$ cat config.mk
export PLATFORM = sky130hd
export DESIGN_NAME = utf8_to_ucs2_stream_decoder
export DESIGN_NICKNAME = d
export VERILOG_FILES = /design/src/design/u8dec_pkg.sv /design/src/design/utf8_to_ucs2_stream_decoder.sv
export SDC_FILE = /design/constraint.sdc
export NUM_CORES = 1
export LEC_CHECK = 0
export ABC_AREA = 1
export ABC_CLOCK_PERIOD_IN_PS = 12500
export BUFFER_PORTS_ARGS = -buffer_cell sky130_fd_sc_hd__buf_2
export CAP_MARGIN = 10
export CORE_MARGIN = 4
export CORE_UTILIZATION = 55
export DETAILED_ROUTE_END_ITERATION = 8
export PLACE_DENSITY_LB_ADDON = 0.1
export SYNTH_ARGS = -nofsm -noshare
export SYNTH_HDL_FRONTEND = slang
export SYNTH_SLANG_ARGS = --single-unit
export TNS_END_PERCENT = 30
$ cat constraint.sdc
create_clock -name clk -period 12.5 [get_ports clk]
set_clock_uncertainty 0.15 [all_clocks]
set_input_delay 0.625 -clock clk [delete_from_list [all_inputs] [get_ports clk]]
set_output_delay 0.625 -clock clk [all_outputs]
set_load 0.02 [all_outputs]
$ cat src/design/u8dec_pkg.sv
// Types, codes and decode helpers for the UTF-8 to UCS-2 stream decoder.
// Self-contained; used by utf8_to_ucs2_stream_decoder.
`timescale 1ns / 1ps

package u8dec_pkg;

  // buffer length limit; both counts saturate at the lesser of this and 0xFFFF
  localparam int unsigned MAX_BUFFER_LEN = 32'd65535;
  localparam logic [15:0] CNT_CAP = (MAX_BUFFER_LEN < 32'h0000_FFFF) ?
                                    MAX_BUFFER_LEN[15:0] : 16'hFFFF;

  localparam logic [15:0] REPL_CP = 16'hFFFD;
  localparam logic [15:0] MIN_CP2 = 16'h0080;
  localparam logic [15:0] MIN_CP3 = 16'h0800;

  // output word layout
  localparam int OUT_DATA_W = 48;

  typedef enum logic [1:0] {
    MODE_STRICT   = 2'd0,
    MODE_SKIP     = 2'd1,
    MODE_REPLACE  = 2'd2,
    MODE_CONFLICT = 2'd3
  } mode_t;

  typedef enum logic [2:0] {
    ST_CHAR     = 3'd0,
    ST_DONE     = 3'd1,
    ST_INVALID  = 3'd2,
    ST_OVERLONG = 3'd3,
    ST_CONFLICT = 3'd4
  } status_t;

  typedef enum logic [1:0] {
    ACT_BREAK = 2'd0,
    ACT_CHAR  = 2'd1,
    ACT_SKIP  = 2'd2,
    ACT_ERROR = 2'd3
  } act_t;

  typedef logic [2:0][7:0] win_t;

  typedef struct packed {
    act_t        act;
    logic [15:0] cp;
    logic [1:0]  used;
    status_t     st;
  } decision_t;

  // saturating add of a small byte or char increment
  function automatic logic [15:0] sat_add(logic [15:0] v, logic [1:0] n, logic [15:0] cap);
    logic [16:0] s;
    s = {1'b0, v} + {15'b0, n};
    return (s > {1'b0, cap}) ? cap : s[15:0];
  endfunction

  // one decision on the head of the window
  function automatic decision_t decide(win_t w, logic [1:0] f, logic fin, mode_t mode);
    decision_t   d;
    logic [15:0] cp2;
    logic [15:0] cp3;
    logic        lead2;
    logic        lead3;
    cp2   = {5'b0, w[0][4:0], w[1][5:0]};
    cp3   = {w[0][3:0], w[1][5:0], w[2][5:0]};
    lead2 = (w[0][7:5] == 3'b110) && (w[1][7:6] == 2'b10);
    lead3 = (w[0][7:4] == 4'b1110) && (w[1][7:6] == 2'b10) && (w[2][7:6] == 2'b10);
    d.act  = ACT_BREAK;
    d.cp   = 16'h0000;
    d.used = 2'd0;
    d.st   = ST_CHAR;
    if (!w[0][7]) begin
      d.act  = ACT_CHAR;
      d.cp   = {8'h00, w[0]};
      d.used = 2'd1;
    end else if (f < 2'd2 || (!lead2 && f < 2'd3)) begin
      // incomplete head: wait for more bytes unless the buffer ends here
      if (!fin) begin
        d.act = ACT_BREAK;
      end else if (mode == MODE_REPLACE) begin
        d.act  = ACT_CHAR;
        d.cp   = REPL_CP;
        d.used = 2'd1;
      end else begin
        d.act = ACT_ERROR;
        d.st  = ST_INVALID;
      end
    end else if (lead2) begin
      if (cp2 < MIN_CP2) begin
        d.act = ACT_ERROR;
        d.st  = ST_OVERLONG;
      end else begin
        d.act  = ACT_CHAR;
        d.cp   = cp2;
        d.used = 2'd2;
      end
    end else if (lead3) begin
      if (cp3 < MIN_CP3) begin
        d.act = ACT_ERROR;
        d.st  = ST_OVERLONG;
      end else begin
        d.act  = ACT_CHAR;
        d.cp   = cp3;
        d.used = 2'd3;
      end
    end else if (mode == MODE_SKIP) begin
      d.act = ACT_SKIP;
    end else if (mode == MODE_REPLACE) begin
      d.act  = ACT_CHAR;
      d.cp   = REPL_CP;
      d.used = 2'd1;
    end else begin
      d.act = ACT_ERROR;
      d.st  = ST_INVALID;
    end
    return d;
  endfunction

endpackage

$ cat src/design/utf8_to_ucs2_stream_decoder.sv
// Top level of the UTF-8 to UCS-2 stream decoder: byte window, decode step,
// counters and output register. Depends on u8dec_pkg.
`timescale 1ns / 1ps
// The first result of a byte sits in the output register in the cycle after it is taken.
// Throughput: one byte per cycle while no decode step is pending and the output is not stalled;
// each further decode step (one result, up to 4 per byte with the end-of-buffer word, one skipped
// byte, or a last check of leftover bytes that still wait for their sequence) holds the input.
// Reset (rst, synchronous) clears the window, counts, stop flag and output valid, and sets
// mode to strict.

module utf8_to_ucs2_stream_decoder #(
  parameter int unsigned MAX_BUFFER_LEN = u8dec_pkg::MAX_BUFFER_LEN
) (
  input  logic        clk,
  input  logic        rst,
  // configuration write
  input  logic        cfg_valid,
  output logic        cfg_ready,
  input  logic [1:0]  cfg_data,      // mode
  // byte input
  input  logic        s_axis_tvalid,
  output logic        s_axis_tready,
  input  logic [7:0]  s_axis_tdata,  // [7:0] in_byte
  input  logic        s_axis_tlast,  // last_byte
  // result output
  output logic        m_axis_tvalid,
  input  logic        m_axis_tready,
  output logic [u8dec_pkg::OUT_DATA_W-1:0] m_axis_tdata,
  // [15:0] ucs2_char, [31:16] decoded_count, [47:32] consumed_bytes
  output logic [2:0]  m_axis_tuser,  // [2:0] status
  output logic        m_axis_tlast   // last_of_run
);

  // count limit: the lesser of the buffer length and 0xFFFF
  localparam logic [15:0] CNT_CAP = (MAX_BUFFER_LEN < 32'h0000_FFFF) ?
                                    16'(MAX_BUFFER_LEN) : 16'hFFFF;

  u8dec_pkg::mode_t     mode;
  u8dec_pkg::win_t      win, win_next, wv, sw;
  logic [1:0]           fill, fill_next, fv, sf;
  logic [15:0]          char_count, char_count_next;
  logic [15:0]          byte_position, byte_position_next;
  logic                 stopped, stopped_next;
  logic                 busy, busy_next;
  logic                 fin_r, fin_next, finv;
  logic                 accept, slot_free, do_clear;
  logic [2:0]           idx;
  logic [1:0]           drop_n;
  u8dec_pkg::decision_t dec;

  // staged result
  logic                 emit;
  logic [15:0]          e_cp, e_cnt, e_pos;
  u8dec_pkg::status_t   e_st;
  logic                 e_last;

  // output register
  logic                 out_valid;
  logic [15:0]          out_cp, out_cnt, out_pos;
  u8dec_pkg::status_t   out_st;
  logic                 out_last;

  assign slot_free     = !out_valid || m_axis_tready;
  assign s_axis_tready = !busy && slot_free;
  assign accept        = s_axis_tvalid && s_axis_tready;
  assign cfg_ready     = 1'b1;

  // window view: registered window, with the incoming byte appended on accept
  always_comb begin
    wv   = win;
    fv   = fill;
    finv = fin_r;
    if (accept) begin
      case (fill)
        2'd0:    wv[0] = s_axis_tdata;
        2'd1:    wv[1] = s_axis_tdata;
        default: wv[2] = s_axis_tdata;
      endcase
      fv   = (fill == 2'd3) ? fill : fill + 2'd1;
      finv = s_axis_tlast;
    end
  end

  assign dec    = u8dec_pkg::decide(wv, fv, finv, mode);
  assign drop_n = (dec.act == u8dec_pkg::ACT_SKIP) ? 2'd1 : dec.used;

  // window after dropping the consumed bytes
  always_comb begin
    for (int i = 0; i < 3; i++) begin
      idx   = 3'(i) + {1'b0, drop_n};
      sw[i] = (idx < {1'b0, fv}) ? wv[idx[1:0]] : 8'h00;
    end
    sf = fv - drop_n;
  end

  // one decode step per cycle while the output slot is free
  always_comb begin
    win_next           = win;
    fill_next          = fill;
    char_count_next    = char_count;
    byte_position_next = byte_position;
    stopped_next       = stopped;
    busy_next          = busy;
    fin_next           = fin_r;
    do_clear           = 1'b0;
    emit               = 1'b0;
    e_cp               = 16'h0000;
    e_st               = u8dec_pkg::ST_CHAR;
    e_cnt              = char_count;
    e_pos              = byte_position;
    e_last             = 1'b0;
    if (accept && stopped) begin
      // dropped byte; the final one only clears
      do_clear = finv;
    end else if (accept && mode == u8dec_pkg::MODE_CONFLICT) begin
      emit         = 1'b1;
      e_st         = u8dec_pkg::ST_CONFLICT;
      e_last       = 1'b1;
      stopped_next = 1'b1;
      do_clear     = finv;
    end else if (accept || (busy && slot_free)) begin
      fin_next = finv;
      if (fv == 2'd0) begin
        // window drained at the end of the buffer
        emit     = 1'b1;
        e_st     = u8dec_pkg::ST_DONE;
        e_last   = 1'b1;
        do_clear = 1'b1;
      end else begin
        case (dec.act)
          u8dec_pkg::ACT_CHAR: begin
            win_next           = sw;
            fill_next          = sf;
            char_count_next    = u8dec_pkg::sat_add(char_count, 2'd1, CNT_CAP);
            byte_position_next = u8dec_pkg::sat_add(byte_position, dec.used, CNT_CAP);
            emit               = 1'b1;
            e_cp               = dec.cp;
            e_cnt              = char_count_next;
            e_pos              = byte_position_next;
            busy_next          = finv || (sf != 2'd0);
          end
          u8dec_pkg::ACT_SKIP: begin
            win_next           = sw;
            fill_next          = sf;
            byte_position_next = u8dec_pkg::sat_add(byte_position, 2'd1, CNT_CAP);
            busy_next          = finv || (sf != 2'd0);
          end
          u8dec_pkg::ACT_ERROR: begin
            win_next     = wv;
            fill_next    = fv;
            emit         = 1'b1;
            e_st         = dec.st;
            e_last       = 1'b1;
            stopped_next = 1'b1;
            busy_next    = 1'b0;
            do_clear     = finv;
          end
          default: begin
            win_next  = wv;
            fill_next = fv;
            busy_next = 1'b0;
          end
        endcase
      end
    end
    if (do_clear) begin
      win_next           = '0;
      fill_next          = 2'd0;
      char_count_next    = 16'h0000;
      byte_position_next = 16'h0000;
      stopped_next       = 1'b0;
      busy_next          = 1'b0;
      fin_next           = 1'b0;
    end
  end

  // decoder state and mode register
  always_ff @(posedge clk) begin
    if (rst) begin
      mode          <= u8dec_pkg::MODE_STRICT;
      win           <= '0;
      fill          <= 2'd0;
      char_count    <= 16'h0000;
      byte_position <= 16'h0000;
      stopped       <= 1'b0;
      busy          <= 1'b0;
      fin_r         <= 1'b0;
    end else begin
      if (cfg_valid) begin
        mode <= u8dec_pkg::mode_t'(cfg_data);
      end
      win           <= win_next;
      fill          <= fill_next;
      char_count    <= char_count_next;
      byte_position <= byte_position_next;
      stopped       <= stopped_next;
      busy          <= busy_next;
      fin_r         <= fin_next;
    end
  end

  // output register valid
  always_ff @(posedge clk) begin
    if (rst) begin
      out_valid <= 1'b0;
    end else if (slot_free) begin
      out_valid <= emit;
    end
  end

  // output register payload
  always_ff @(posedge clk) begin
    if (slot_free && emit) begin
      out_cp   <= e_cp;
      out_st   <= e_st;
      out_cnt  <= e_cnt;
      out_pos  <= e_pos;
      out_last <= e_last;
    end
  end

  assign m_axis_tvalid = out_valid;
  assign m_axis_tlast  = out_last;
  assign m_axis_tuser  = out_st;
  assign m_axis_tdata  = {out_pos, out_cnt, out_cp};

`ifndef NO_ASSERTIONS
  // a full window is always resolved before the next byte is taken, unless stopped
  a_fill_idle: assert property (@(posedge clk) disable iff (rst)
    !busy |-> (fill != 2'd3 || stopped))
    else $error("window full while idle");

  // a stopped buffer has no decode steps left
  a_stop_idle: assert property (@(posedge clk) disable iff (rst)
    stopped |-> !busy)
    else $error("decode step pending on a stopped buffer");

  // only non-character words close a buffer
  a_last_status: assert property (@(posedge clk) disable iff (rst)
    m_axis_tvalid |-> (m_axis_tlast == (out_st != u8dec_pkg::ST_CHAR)))
    else $error("last flag does not match status");

  // every character consumes at least one byte
  a_count_order: assert property (@(posedge clk) disable iff (rst)
    m_axis_tvalid |-> out_cnt <= out_pos)
    else $error("character count exceeds consumed bytes");
`endif

endmodule

Word-level counts from Yosys, hierarchy flattened
Index checks and enable logic that the tools add are counted.
{"block": "totals", "reg_bits": 116, "output_inout_bits": 55, "wordCells": 168}
{"block": "op_classes", "add_sub_neg": 7, "magnitude_cmp": 13, "n_eq_ne": 13, "mux": 74, "bitwise_logic": 7, "n_reduce_logical": 35}
{"cell": "$mux W16", "count": 13}
{"cell": "$mux W8", "count": 9}
{"cell": "$mux W23", "count": 3}
{"cell": "$gt A17 B16 Y1 const B", "count": 3}
{"cell": "$bmux W8 S2", "count": 3}
{"cell": "$mux W24", "count": 2}
{"cell": "$mux W21", "count": 2}
{"cell": "$mux W18", "count": 2}
{"cell": "$add A16 B1 Y17 const B", "count": 2}
{"cell": "$pmux W16 S2", "count": 1}
{"cell": "$mux W2", "count": 12}
{"cell": "$mux W1", "count": 20}
{"cell": "$mux W20", "count": 1}
{"cell": "$add A16 B2 Y17", "count": 1}
{"cell": "$lt A16 B12 Y1 const B", "count": 1}
{"cell": "$mux W3", "count": 5}
{"cell": "$eq A2 B2 Y1 const B", "count": 7}
{"cell": "$mux W13", "count": 1}
{"cell": "$reduce_or A6 Y1", "count": 2}
{"cell": "$lt A11 B8 Y1 const B", "count": 1}
{"cell": "$logic_and A1 B1 Y1", "count": 10}
{"cell": "$lt A2 B3 Y1 const B", "count": 3}
{"cell": "$reduce_and A4 Y1", "count": 2}
{"cell": "$reduce_bool A2 Y1", "count": 4}
{"cell": "20 further kinds", "count": 39}

Logic depth before layout (Yosys ltp)
Gate-level depths: netlist of the first run.
{"block": "depth", "ltp_word": 20, "ltp_mapped": 31, "ltp_nobuf": 29}

Worst setup path after synthesis of the first run
OpenSTA, ideal clock, no wires.
{"block": "synth_timing", "path_kind": "input -> register", "start": "in m_axis_tready", "end": "reg win[10] (netlist name)", "setup_time_ns": 0.119, "arrival_ns": 4.192, "slack_ns": 8.039, "cell_stages": 25, "n_path_buf": 3, "path_cell_list": "inv_1 nand2_2 nand3_4 buf_6 nor2_1 nand2_1 nand2_1 nand2_1 nor2_1 nand2_2 nand2_2 inv_1 o21ai_0 a21oi_1 ha_1 clkbuf_1 inv_2 nand3_4 buf_4 fa_1 or3b_2 nand3_1 inv_1 nand3_1 a21oi_1"}
{"block": "synth_via", "elab_chain_cells": 18, "elab_cells_between_ends": 56, "cone_classes": "add/sub (1); order compare (5); eq/ne (7); mux (23); bitwise (3); reduce/logical (17)"}
{"item": "start: declaration", "line_no": "utf8_to_ucs2_stream_decoder.sv:27", "rtl": "input logic m_axis_tready,"}
{"item": "$logic_or A1 B1 Y1 *", "line_no": "utf8_to_ucs2_stream_decoder.sv:63", "rtl": "assign slot_free = !out_valid || m_axis_tready;"}
{"item": "parallel branches: the longest is 17 deep, another holds $lt A16 B12 Y1"}
{"item": "end signal: assignment", "line_no": "utf8_to_ucs2_stream_decoder.sv:192", "rtl": "win <= win_next;"}
{"item": "end: declaration", "line_no": "utf8_to_ucs2_stream_decoder.sv:39", "rtl": "u8dec_pkg::win_t win, win_next, wv, sw;"}
Mark *: on every way between the ends. The select of a mux whose other input is x is not followed.
A chain may end at the register's enable or synchronous reset.

Worst setup path after layout of the first run
{"block": "layout_timing", "start": "reg out_valid, in the netlist m_axis_tvalid", "end": "reg win[7] (netlist name)"}
{"block": "layout_via", "elab_chain_cells": 19, "elab_cells_between_ends": 56, "cone_classes": "order compare (5); eq/ne (7); mux (23); bitwise (3); reduce/logical (18)"}
{"item": "start: declaration", "line_no": "utf8_to_ucs2_stream_decoder.sv:58", "rtl": "logic out_valid;"}
{"item": "start signal: assignment", "line_no": "utf8_to_ucs2_stream_decoder.sv:207", "rtl": "out_valid <= emit;"}
{"item": "$logic_not A1 Y1 *", "line_no": "utf8_to_ucs2_stream_decoder.sv:63"}
{"item": "$logic_or A1 B1 Y1 *", "line_no": "utf8_to_ucs2_stream_decoder.sv:63"}
{"item": "parallel branches: the longest is 17 deep, another holds $lt A16 B12 Y1"}
Marks and branches as above.

==> results of run 1 <==
## worst max-delay path, delay by kind of cell (launching register included)
family / cells / cell delay [ns]
AO/OA/AOI/OAI: 5 / 1.33
adder cells (fa/ha/maj): 3 / 0.94
buffers and inverters: 3 / 0.59
flip-flops: 1 / 0.31
AND/OR/NAND/NOR: 9 / 2.29
## cells in the final DEF, fill, tap and decap left out, types with 3 or more instances in the layout
| cell type | count |
|---|---|
| a211oi_1 | 3 |
| edfxtp_1 | 52 |
| dfxtp_1 | 64 |
| o21ai_1 | 20 |
| or2_2 | 8 |
| nand3_1 | 74 |
| bufinv_16 | 6 |
| nand4_1 | 29 |
| ha_1 | 17 |
| nand2_2 | 9 |
| o21ai_0 | 126 |
| clkinv_1 | 4 |
| buf_4 | 3 |
| fa_1 | 3 |
| nor2_4 | 4 |
| a21oi_1 | 84 |
| nor3_1 | 9 |
| nor2_1 | 94 |
| nand2_1 | 239 |
| clkinv_2 | 3 |
| inv_1 | 159 |
| clkbuf_16 | 17 |
| o22ai_1 | 6 |
| inv_2 | 11 |
| o221ai_1 | 9 |
| a31oi_1 | 4 |
| nand3_4 | 4 |
| buf_2 | 69 |
| xor2_1 | 23 |
## report_power, final
group | switching, mW | internal (mW)
Clock | 0.175 | 0.369
Sequential | 0.112 | 0.626
Combinational | 1.05 | 0.421
Total | 1.34 | 1.42
## final cells by class
cell class | count | area [µm²] | area share (%)
flip-flops and latches | 116 | 2840 | 32.4
clock inverters | 12 | 210 | 2.40
well taps | 180 | 225 | 2.57
multi-input cells | 785 | 4040 | 46.1
clock buffers | 19 | 433 | 4.94
repair buffers | 72 | 368 | 4.20
inverters | 172 | 646 | 7.36
## cell families after synthesis
logic type	Yosys count	synth area share, %
adders and majority gates	20	3.52
xor gates and xnor gates	25	2.83
DFF	116	36.7
AOI/OAI and AO/OA	260	18.0
and+or+nand+nor	479	27.7
buffers and inverters	217	11.2
other	1	0.0484
## routing by layer
layer / part of all wire [%] / wire length (µm) / track usage, %
met5: 0 / 0 / 0
met2: 46 / 9590 / 41.3
met3: 6.7 / 1380 / 4.34
met4: 2.2 / 454 / 9.91
met1: 45 / 9290 / 35.5
## stage by stage
stage               total power [mW]  worst slack [ns]  instance area, µm²
floorplan                       1.82              8.04                7740
global placement                2.18              6.63                8120
detailed placement              2.18              6.49                8120
CTS                             2.74              6.91                8770
global route                    2.97              6.28                8770
finish                          2.75              6.79                8770
## state kept, by name, summed over array words and instances, names as in the netlist
name,flops
busy,1
byte_position,16
char_count,16
fill,2
fin_r,1
m_axis_tlast,1
m_axis_tuser,3
m_axis_tvalid,1
mode,2
out_cnt,16
out_cp,16
out_pos,16
stopped,1
win,24
## worst min-delay path by stage
stage                     cells after the start  start       endpoint
after global placement                        2  fin_r          fin_r
after global routing                          2    rst  m_axis_tvalid
after CTS                                     2    rst  m_axis_tvalid
after floorplan                               2  fin_r          fin_r
after detailed placement                      2  fin_r          fin_r
final                                         2    rst  m_axis_tvalid
==> results.py, run 1 <==
metrics = {
    "global_routing": {
        "grt_max_degree": 53,
        "grt_pass1_wl_um": 33700,
        "antenna_found_initial": 0,
        "grt_pass1_vias": 6829,
        "grt_overflow": 0,
        "globalRouteTotalUtil_pct": 25.9,
    },
    "layout": {
        "drive_above_1_share_pct": 12.1,
        "utilization_pct": 63.4,
        "nets": 1200,
        "final_cells": 1356,
        "diodes": 0,
        "final.fill_count": 1228,
        "syn2layout_area_growth_pct": 13.2,
    },
    "critical_path": {
        "crit_path_end_kind": "flip-flop",
        "cp_slowest_stage_delay_ns": 0.67,
        "reg2reg_from": "m_axis_tvalid",
        "path_class": "flip-flop to flip-flop",
        "critPathArrivalTime_ns": 5.92,
        "path_cells": "nand2_2 > nand3_4 > nor2_1 > o21ai_1 > nor2_1 > nand2_2 > nand2_2 > inv_1 > o21ai_0 > a21oi_1 > ha_1 > inv_2 > nand3_4 > ha_1 > inv_1 > fa_1 > nand2_1 > a21oi_1 > nand3_1 > a21oi_1",
        "path_max_fanout": 40,
        "slowest_stage": "nor2_1",
        "rrSetupSlack_ns": 6.79,
        "crit_start": "m_axis_tvalid",
        "crit_end": "win[7]",
        "rr_endpoint": "win[7]",
        "crit_required_ns": 12.71,
        "reg2reg_depth": 20,
        "start_kind": "flip-flop",
    },
    "logic_synthesis": {
        "yosys_warnings": 0,
        "synth_cells": 1118,
        "synthArstFlopShare_pct": 0,
        "synth_ff_type": "dfxtp_1",
        "yosysTopAreaCell": "edfxtp_1",
        "synth_top_area_share_pct": 20.2,
        "ys_ff_latch": 116,
        "synth_nets": 1154,
        "synth_cell_types": 45,
        "syn_area_per_cell_um2": 6.93,
        "synth_common_cells": "nand2_1, inv_1, o21ai_0, nor2_1, a21oi_1",
        "synth_area_leaders": "edfxtp_1, dfxtp_1, nand2_1, o21ai_0, inv_1",
        "synth_edf_count": 52,
        "synth.most_common_cell": "nand2_1",
        "synth_area_um2": 7740,
        "ys_seq_area_share_pct": 36.7,
    },
    "pwr": {
        "leakagePower_nw": 4.05,
        "ir_drop_mv": 0.180,
        "powerDensity_nw_per_um2": 314,
    },
    "drt": {
        "drt_pass1_iterations": 7,
        "viasPerCell": 5.49,
        "dr_total_vias": 7448,
        "wl_per_cell_um": 15.3,
        "drc": 0,
        "postRouteAntennaNets": 0,
        "drt_wl_total_um": 20700,
        "drtIter0Drc": 706,
    },
    "floorplan": {
        "row_count": 43,
        "start_util_pct": 56.0,
        "dieArea_um2": 16000,
        "coreArea_um2": 13800,
        "io-pin-count": 71,
        "die_h_um": 127,
        "fp.dieW_um": 127,
    },
    "status": {
        "outcome": "finished, final reports clean",
    },
    "clock_network": {
        "cts_root_buf": "clkbuf_16",
        "htreeDepth": 4,
        "hold_buffers": 0,
        "clk_pin_slew_worst_paths_ns": 0.06,
        "cts_tree": "built",
        "cts_sinks": 116,
        "cts_resized": 0,
        "clk_latency_ns": 0.43,
        "clk_path_buf_depth": 2,
        "numCtsBuffers": 17,
        "cts_setup_buffers": 0,
    },
    "min_path": {
        "worstHoldPathType": "primary input to flip-flop",
    },
    "timing": {
        "maxSlewViolCount": 0,
        "grt_setup_unrepaired": "false",
        "fmaxAchievable_mhz": 175,
        "setup_viol": 0,
        "finalSetupTns_ns": 0,
        "hold_slack_ns": 0.263,
        "tightest_slew_ns": 1.19,
        "post-route-period-util_pct": 45.7,
        "hold_viol_final": 0,
        "max_slew_margin_pct": 20.6,
        "finalCriticalPeriod_ns": 5.71,
    },
    "placement": {
        "place_inst": 1325,
        "gp_congestion": 0.923,
        "portBuffers": 69,
        "detailed_place_hpwl_um": 14400,
    },
    "job": {
        "max_cap_viol_count": 0,
    },
}
No activity file was read; power rests on OpenSTA's default activity.
==> run 2, diff against run 1 <==
- ABC_CLOCK_PERIOD_IN_PS: 12500 -> 4700
- clock period: 12.5 -> 4.7 ns (I/O delays scaled with it)
==> run 2 against run 1 <==
  * Final cell count rose by 2.2%
  * Core utilization rose by 2.0 points
  * Global-route usage rose by 1.4 points
  * Via count rose by 4.5%
  * First-iteration DRC count rose by 5.4%
==> results.py, run 2 (synthesized netlist as in run 1, its figures left out) <==
metrics = {
    "layout": {
        "final_cell_mix": "nand2_1, inv_1, o21ai_0",
        "syn2layout_area_growth_pct": 16.8,
        "drive_above_1_share_pct": 14.3,
        "diodes": 0,
        "final.fill_count": 1198,
        "layout_commonest_cell": "nand2_1",
        "largest-register": "win",
        "nets": 1229,
        "largest_reg_flops": 24,
    },
    "timing": {
        "hold_viol_final": 0,
        "tightest_slew_ns": 1.12,
        "worst_slack_ns": 0.334,
        "post-route-period-util_pct": 92.9,
        "setup_viol": 0,
        "fmaxAchievable_mhz": 229,
        "finalCriticalPeriod_ns": 4.37,
        "max_slew_margin_pct": 24.9,
        "finalSetupTns_ns": 0,
        "maxSlewViolCount": 0,
        "hold_slack_ns": 0.199,
    },
    "pwr": {
        "p_seq_share_pct": 26.2,
        "swShare_pct": 49.4,
        "design_power_total_mw": 7.51,
        "ir_drop_mv": 0.795,
        "powerDensity_nw_per_um2": 831,
        "combPwrFrac_pct": 55.3,
        "pwr-share-clk_pct": 18.6,
        "power.switching_mw": 3.71,
        "leakagePower_nw": 4.19,
        "p_int_mw": 3.80,
    },
    "clock_network": {
        "cts_root_buf": "clkbuf_16",
        "cts_tree": "built",
        "cts_sinks": 116,
        "numCtsBuffers": 17,
        "clk_pin_slew_worst_paths_ns": 0.06,
        "htreeDepth": 4,
        "clk_latency_ns": 0.42,
        "clk_path_buf_depth": 2,
        "cts_setup_buffers": 0,
    },
    "critical_path": {
        "crit_start": "fill[1]",
        "crit_path_end_kind": "flip-flop",
        "rrSetupSlack_ns": 0.33,
        "rr_endpoint": "win[15]",
        "cpMostUsedCell": "nand2_1",
        "cp_slowest_stage_delay_ns": 0.38,
        "slowest_stage": "dfxtp_1",
        "path_cells": "inv_2 > nand2_2 > nand2_1 > nand2_2 > o21ai_4 > nand3_1 > nor2_1 > nand3_1 > nand2_1 > o21ai_0 > a21oi_1 > ha_4 > inv_2 > nand3_4 > buf_4 > ha_1 > inv_1 > nand2_1 > a21oi_1 > o21ai_0 > a31oi_1",
        "path_max_fanout": 34,
        "critPathArrivalTime_ns": 4.57,
        "reg2reg_depth": 21,
        "start_kind": "flip-flop",
        "crit_end": "win[15]",
        "path_class": "flip-flop to flip-flop",
        "crit_required_ns": 4.90,
        "reg2reg_from": "fill[1]",
    },
    "drt": {
        "viasPerCell": 5.62,
        "dr_total_vias": 7783,
        "drc": 0,
        "drtIter0Drc": 744,
        "wl_per_cell_um": 15.9,
        "postRouteAntennaNets": 0,
        "drt_pass1_iterations": 9,
        "drt_wl_total_um": 22000,
    },
    "min_path": {
        "worstHoldPathType": "primary input to flip-flop",
    },
    "global_routing": {
        "grt_pass1_vias": 7043,
        "grt_max_degree": 51,
        "globalRouteTotalUtil_pct": 27.4,
        "grt_pass1_wl_um": 35400,
        "grt_overflow": 0,
        "antenna_found_initial": 0,
    },
    "placement": {
        "detailed_place_hpwl_um": 15600,
        "portBuffers": 69,
        "gp_congestion": 0.979,
        "dp_slack_ns": 0.0860,
    },
    "floorplan": {
        "coreArea_um2": 13800,
        "fp.dieW_um": 127,
        "die_h_um": 127,
        "start_util_pct": 56.0,
        "row_count": 43,
        "io-pin-count": 71,
        "dieArea_um2": 16000,
    },
    "status": {
        "outcome": "finished, final reports clean",
    },
    "job": {
        "max_cap_viol_count": 0,
    },
}
## run 2: changes by cell type in the layout (fill, tap and decap cells not counted), sizes merged
cell         delta
inv             +3
clkbuf          -1
clkinvlp        +2
nand3           +1
bufinv          -2
dlygate4sd3     +8
buf            +20
clkinv          -1
## run 2: worst min-delay path by stage
stage,start,to,slack [ns],cells past startpoint
floorplan,rst,m_axis_tvalid,0.15,1
global placement,fin_r,fin_r,0.30,2
detailed placement,fin_r,fin_r,0.31,2
CTS,s_axis_tlast,fin_r,0.18,5
global route,s_axis_tlast,fin_r,0.22,5
finish,s_axis_tlast,fin_r,0.20,5
## run 2: stage by stage
stage,utilization (%),cells,instance area (µm²)
floorplan,-,1118,7740
global placement,60.0,1345,8290
detailed placement,60.0,1345,8290
CTS,65.1,1385,9000
global route,65.4,1386,9040
finish,65.4,1386,9040
## run 2: final cells by class
cell class / instances / area, µm² / area share (%)
clock buffers: 18 / 429 / 4.75
clock inverters: 14 / 200 / 2.21
inverters: 172 / 648 / 7.17
multi-input cells: 786 / 4070 / 45.1
flip-flops and latches: 116 / 2840 / 31.4
well taps: 180 / 225 / 2.49
repair buffers: 100 / 623 / 6.89
## run 2: power groups by stage
| stage | logic, mW | clock network, mW | registers (mW) |
|---|---|---|---|
| after global placement | 3.99 | 0 | 1.96 |
| after floorplan | 2.65 | 0 | 2.18 |
| after global routing | 4.60 | 1.45 | 2.02 |
| after CTS | 4.06 | 1.40 | 1.96 |
| after detailed placement | 4.00 | 0 | 1.97 |
| final | 4.15 | 1.39 | 1.97 |
## run 2: what timing repair did
item / CTS / global route
setup endpoints to repair: 0 / 22
endpoints found under the hold margin: 3 / 0
gates resized for setup: 0 / 7
hold buffers: 8 / 0
## run 2: critical path: cells and delay by family, from the launching register on
family	cells	cell delay [ns]
buf+inv	4	0.78
fa+ha+maj	2	0.67
simple gates	9	1.21
flops	1	0.38
compound gates	6	1.08
## run 2: metal layers
| layer | track usage [%] | wire length (µm) | vias to the layer above |
|---|---|---|---|
| met4 | 11.3 | 787 | 0 |
| met1 | 36.0 | 9180 | 3522 |
| li1 | - | - | 3835 |
| met5 | 0 | 0 | - |
| met3 | 5.89 | 1750 | 70 |
| met2 | 44.0 | 10300 | 356 |
==> run 3, diff against run 2 <==
- MAX_ROUTING_LAYER: unset -> met4
==> run 3 against run 2 <==
  * Die area stayed put
  * Largest power group unchanged
  * Core utilization is 0.48 points lower
  * Global-route usage is 0.81 points higher
  * Highest routed layer unchanged
  * Cell area is 0.73% lower
  * Sequential power hardly changed
==> results.py, run 3 (synthesized netlist as in run 1, its figures left out) <==
metrics = {
    "timing": {
        "setup_viol": 0,
        "finalCriticalPeriod_ns": 4.37,
        "post-route-period-util_pct": 92.9,
        "hold_slack_ns": 0.191,
        "hold_viol_final": 0,
        "grt_setup_unrepaired": "false",
        "tightest_slew_ns": 1.12,
        "fmaxAchievable_mhz": 229,
        "maxSlewViolCount": 0,
        "finalSetupTns_ns": 0,
        "max_slew_margin_pct": 25.0,
        "worst_slack_ns": 0.333,
    },
    "floorplan": {
        "dieArea_um2": 16000,
        "io-pin-count": 71,
        "row_count": 43,
        "coreArea_um2": 13800,
        "die_h_um": 127,
        "fp.dieW_um": 127,
        "start_util_pct": 56.0,
    },
    "drt": {
        "viasPerCell": 5.59,
        "postRouteAntennaNets": 0,
        "drt_pass1_iterations": 6,
        "drt_wl_total_um": 22100,
        "dr_total_vias": 7746,
        "drc": 0,
        "wl_per_cell_um": 15.9,
        "drtIter0Drc": 958,
    },
    "critical_path": {
        "crit_required_ns": 4.86,
        "reg2reg_depth": 22,
        "start_kind": "flip-flop",
        "path_class": "flip-flop to flip-flop",
        "reg2reg_from": "m_axis_tvalid",
        "path_cells": "nand2_2 > nand3_4 > inv_2 > nand2_1 > nand2_1 > inv_2 > nand2_1 > nor2_1 > nand2_2 > nand2_2 > inv_1 > o21ai_0 > a21oi_1 > ha_4 > inv_2 > nand3_4 > fa_1 > or3b_2 > nand3_1 > inv_1 > nand3_1 > a21oi_1",
        "path_max_fanout": 13,
        "cp_slowest_stage_delay_ns": 0.57,
        "slowest_stage": "fa_1",
        "rrSetupSlack_ns": 0.33,
        "critPathArrivalTime_ns": 4.53,
        "crit_path_end_kind": "flip-flop",
        "rr_endpoint": "win[9]",
    },
    "layout": {
        "final.fill_count": 1200,
        "diodes": 0,
        "nets": 1228,
        "syn2layout_area_growth_pct": 15.9,
        "largest-register": "win",
        "final_cell_mix": "nand2_1, inv_1, o21ai_0",
        "layout_commonest_cell": "nand2_1",
        "drive_above_1_share_pct": 14.3,
        "final_area_um2": 8980,
        "utilization_pct": 64.9,
        "largest_reg_flops": 24,
    },
    "placement": {
        "post_dp_cell_area_um2": 8300,
        "gp_congestion": 1.02,
        "detailed_place_hpwl_um": 15800,
        "dp_slack_ns": 0.122,
        "portBuffers": 69,
    },
    "job": {
        "max_cap_viol_count": 0,
    },
    "global_routing": {
        "grt_overflow": 0,
        "grt_pass1_wl_um": 35300,
        "grt_pass1_vias": 6940,
        "globalRouteTotalUtil_pct": 28.2,
        "grt_max_degree": 51,
        "antenna_found_initial": 0,
    },
    "clock_network": {
        "cts_sinks": 116,
        "htreeDepth": 4,
        "clk_latency_ns": 0.43,
        "cts_root_buf": "clkbuf_16",
        "cts_setup_buffers": 0,
        "clk_path_buf_depth": 2,
        "numCtsBuffers": 17,
        "clk_pin_slew_worst_paths_ns": 0.06,
        "cts_tree": "built",
    },
    "pwr": {
        "pwr-share-clk_pct": 17.5,
        "powerDensity_nw_per_um2": 827,
        "p_seq_share_pct": 26.5,
        "swShare_pct": 50.1,
        "p_int_mw": 3.70,
        "combPwrFrac_pct": 56.0,
        "leakagePower_nw": 4.16,
        "power.switching_mw": 3.72,
        "ir_drop_mv": 0.683,
    },
    "min_path": {
        "hold_depth": 5,
        "worstHoldPathType": "primary input to flip-flop",
        "min_to": "fin_r",
        "hp-start": "s_axis_tlast",
    },
    "status": {
        "outcome": "finished, final reports clean",
    },
}
==> run 3: changes by cell type in the layout (fill, tap and decap cells not counted), sizes merged <==
cell,change
dlygate4sd3,-2
buf,+1
clkinv,+3
clkbuf,-1
bufinv,-2
==> run 3: worst max-delay path by stage <==
stage | startpoint | to | cells after the start
2_1_floorplan | m_axis_tvalid | win[10] | 25
3_3_place_gp | m_axis_tready | win[3] | 22
3_5_place_dp | m_axis_tready | win[3] | 22
4_1_cts | m_axis_tvalid | win[3] | 20
5_1_grt | m_axis_tvalid | out_pos[11] | 28
6_report | m_axis_tvalid | win[9] | 22
==> run 3: critical path: cells and delay by family, from the launching register on <==
kind	cells	cell delay, ns
AND/OR/NAND/NOR	12	1.93
AO/OA/AOI/OAI	3	0.45
buffers and inverters	5	0.52
adder cells (fa/ha/maj)	2	0.82
flip-flops	1	0.35
==> run 3: cell type report <==
class / instances / area [µm²] / area share, %
Clock inverter: 15 / 155 / 1.73
Multi-Input combinational cell: 786 / 4070 / 45.3
Sequential cell: 116 / 2840 / 31.7
Timing Repair Buffer: 99 / 614 / 6.84
Clock buffer: 17 / 425 / 4.74
Inverter: 172 / 646 / 7.19
Tap cell: 180 / 225 / 2.51
==> run 3: power groups by stage <==
stage | clock [mW] | combinational, mW | sequential [mW]
finish | 1.30 | 4.15 | 1.97
global route | 1.36 | 4.61 | 2.02
CTS | 1.31 | 4.05 | 1.97
detailed placement | 0 | 4.01 | 1.98
global placement | 0 | 4.00 | 1.97
floorplan | 0 | 2.65 | 2.18
==> run 3: routing by layer <==
layer | GRT usage [%] | wire [µm] | part of all wire [%] | vias to the layer above
met5 | - | 0 | 0 | -
met4 | 11.4 | 777 | 3.5 | 0
met3 | 5.14 | 1720 | 7.8 | 76
met2 | 43.2 | 10100 | 46 | 358
met1 | 37.0 | 9480 | 43 | 3471
li1 | - | - | - | 3841
==> run 3: metrics by stage <==
step | power, mW | std cells
floorplan | 4.83 | 1118
global placement | 5.97 | 1346
detailed placement | 5.99 | 1346
CTS | 7.32 | 1384
global route | 7.99 | 1385
finish | 7.42 | 1385
==> run 3: timing repair <==
item | CTS | global route
hold buffers | 6 | 0
setup endpoints to repair | 0 | 20
hold endpoints to repair | 3 | 0
resized for setup | 0 | 5
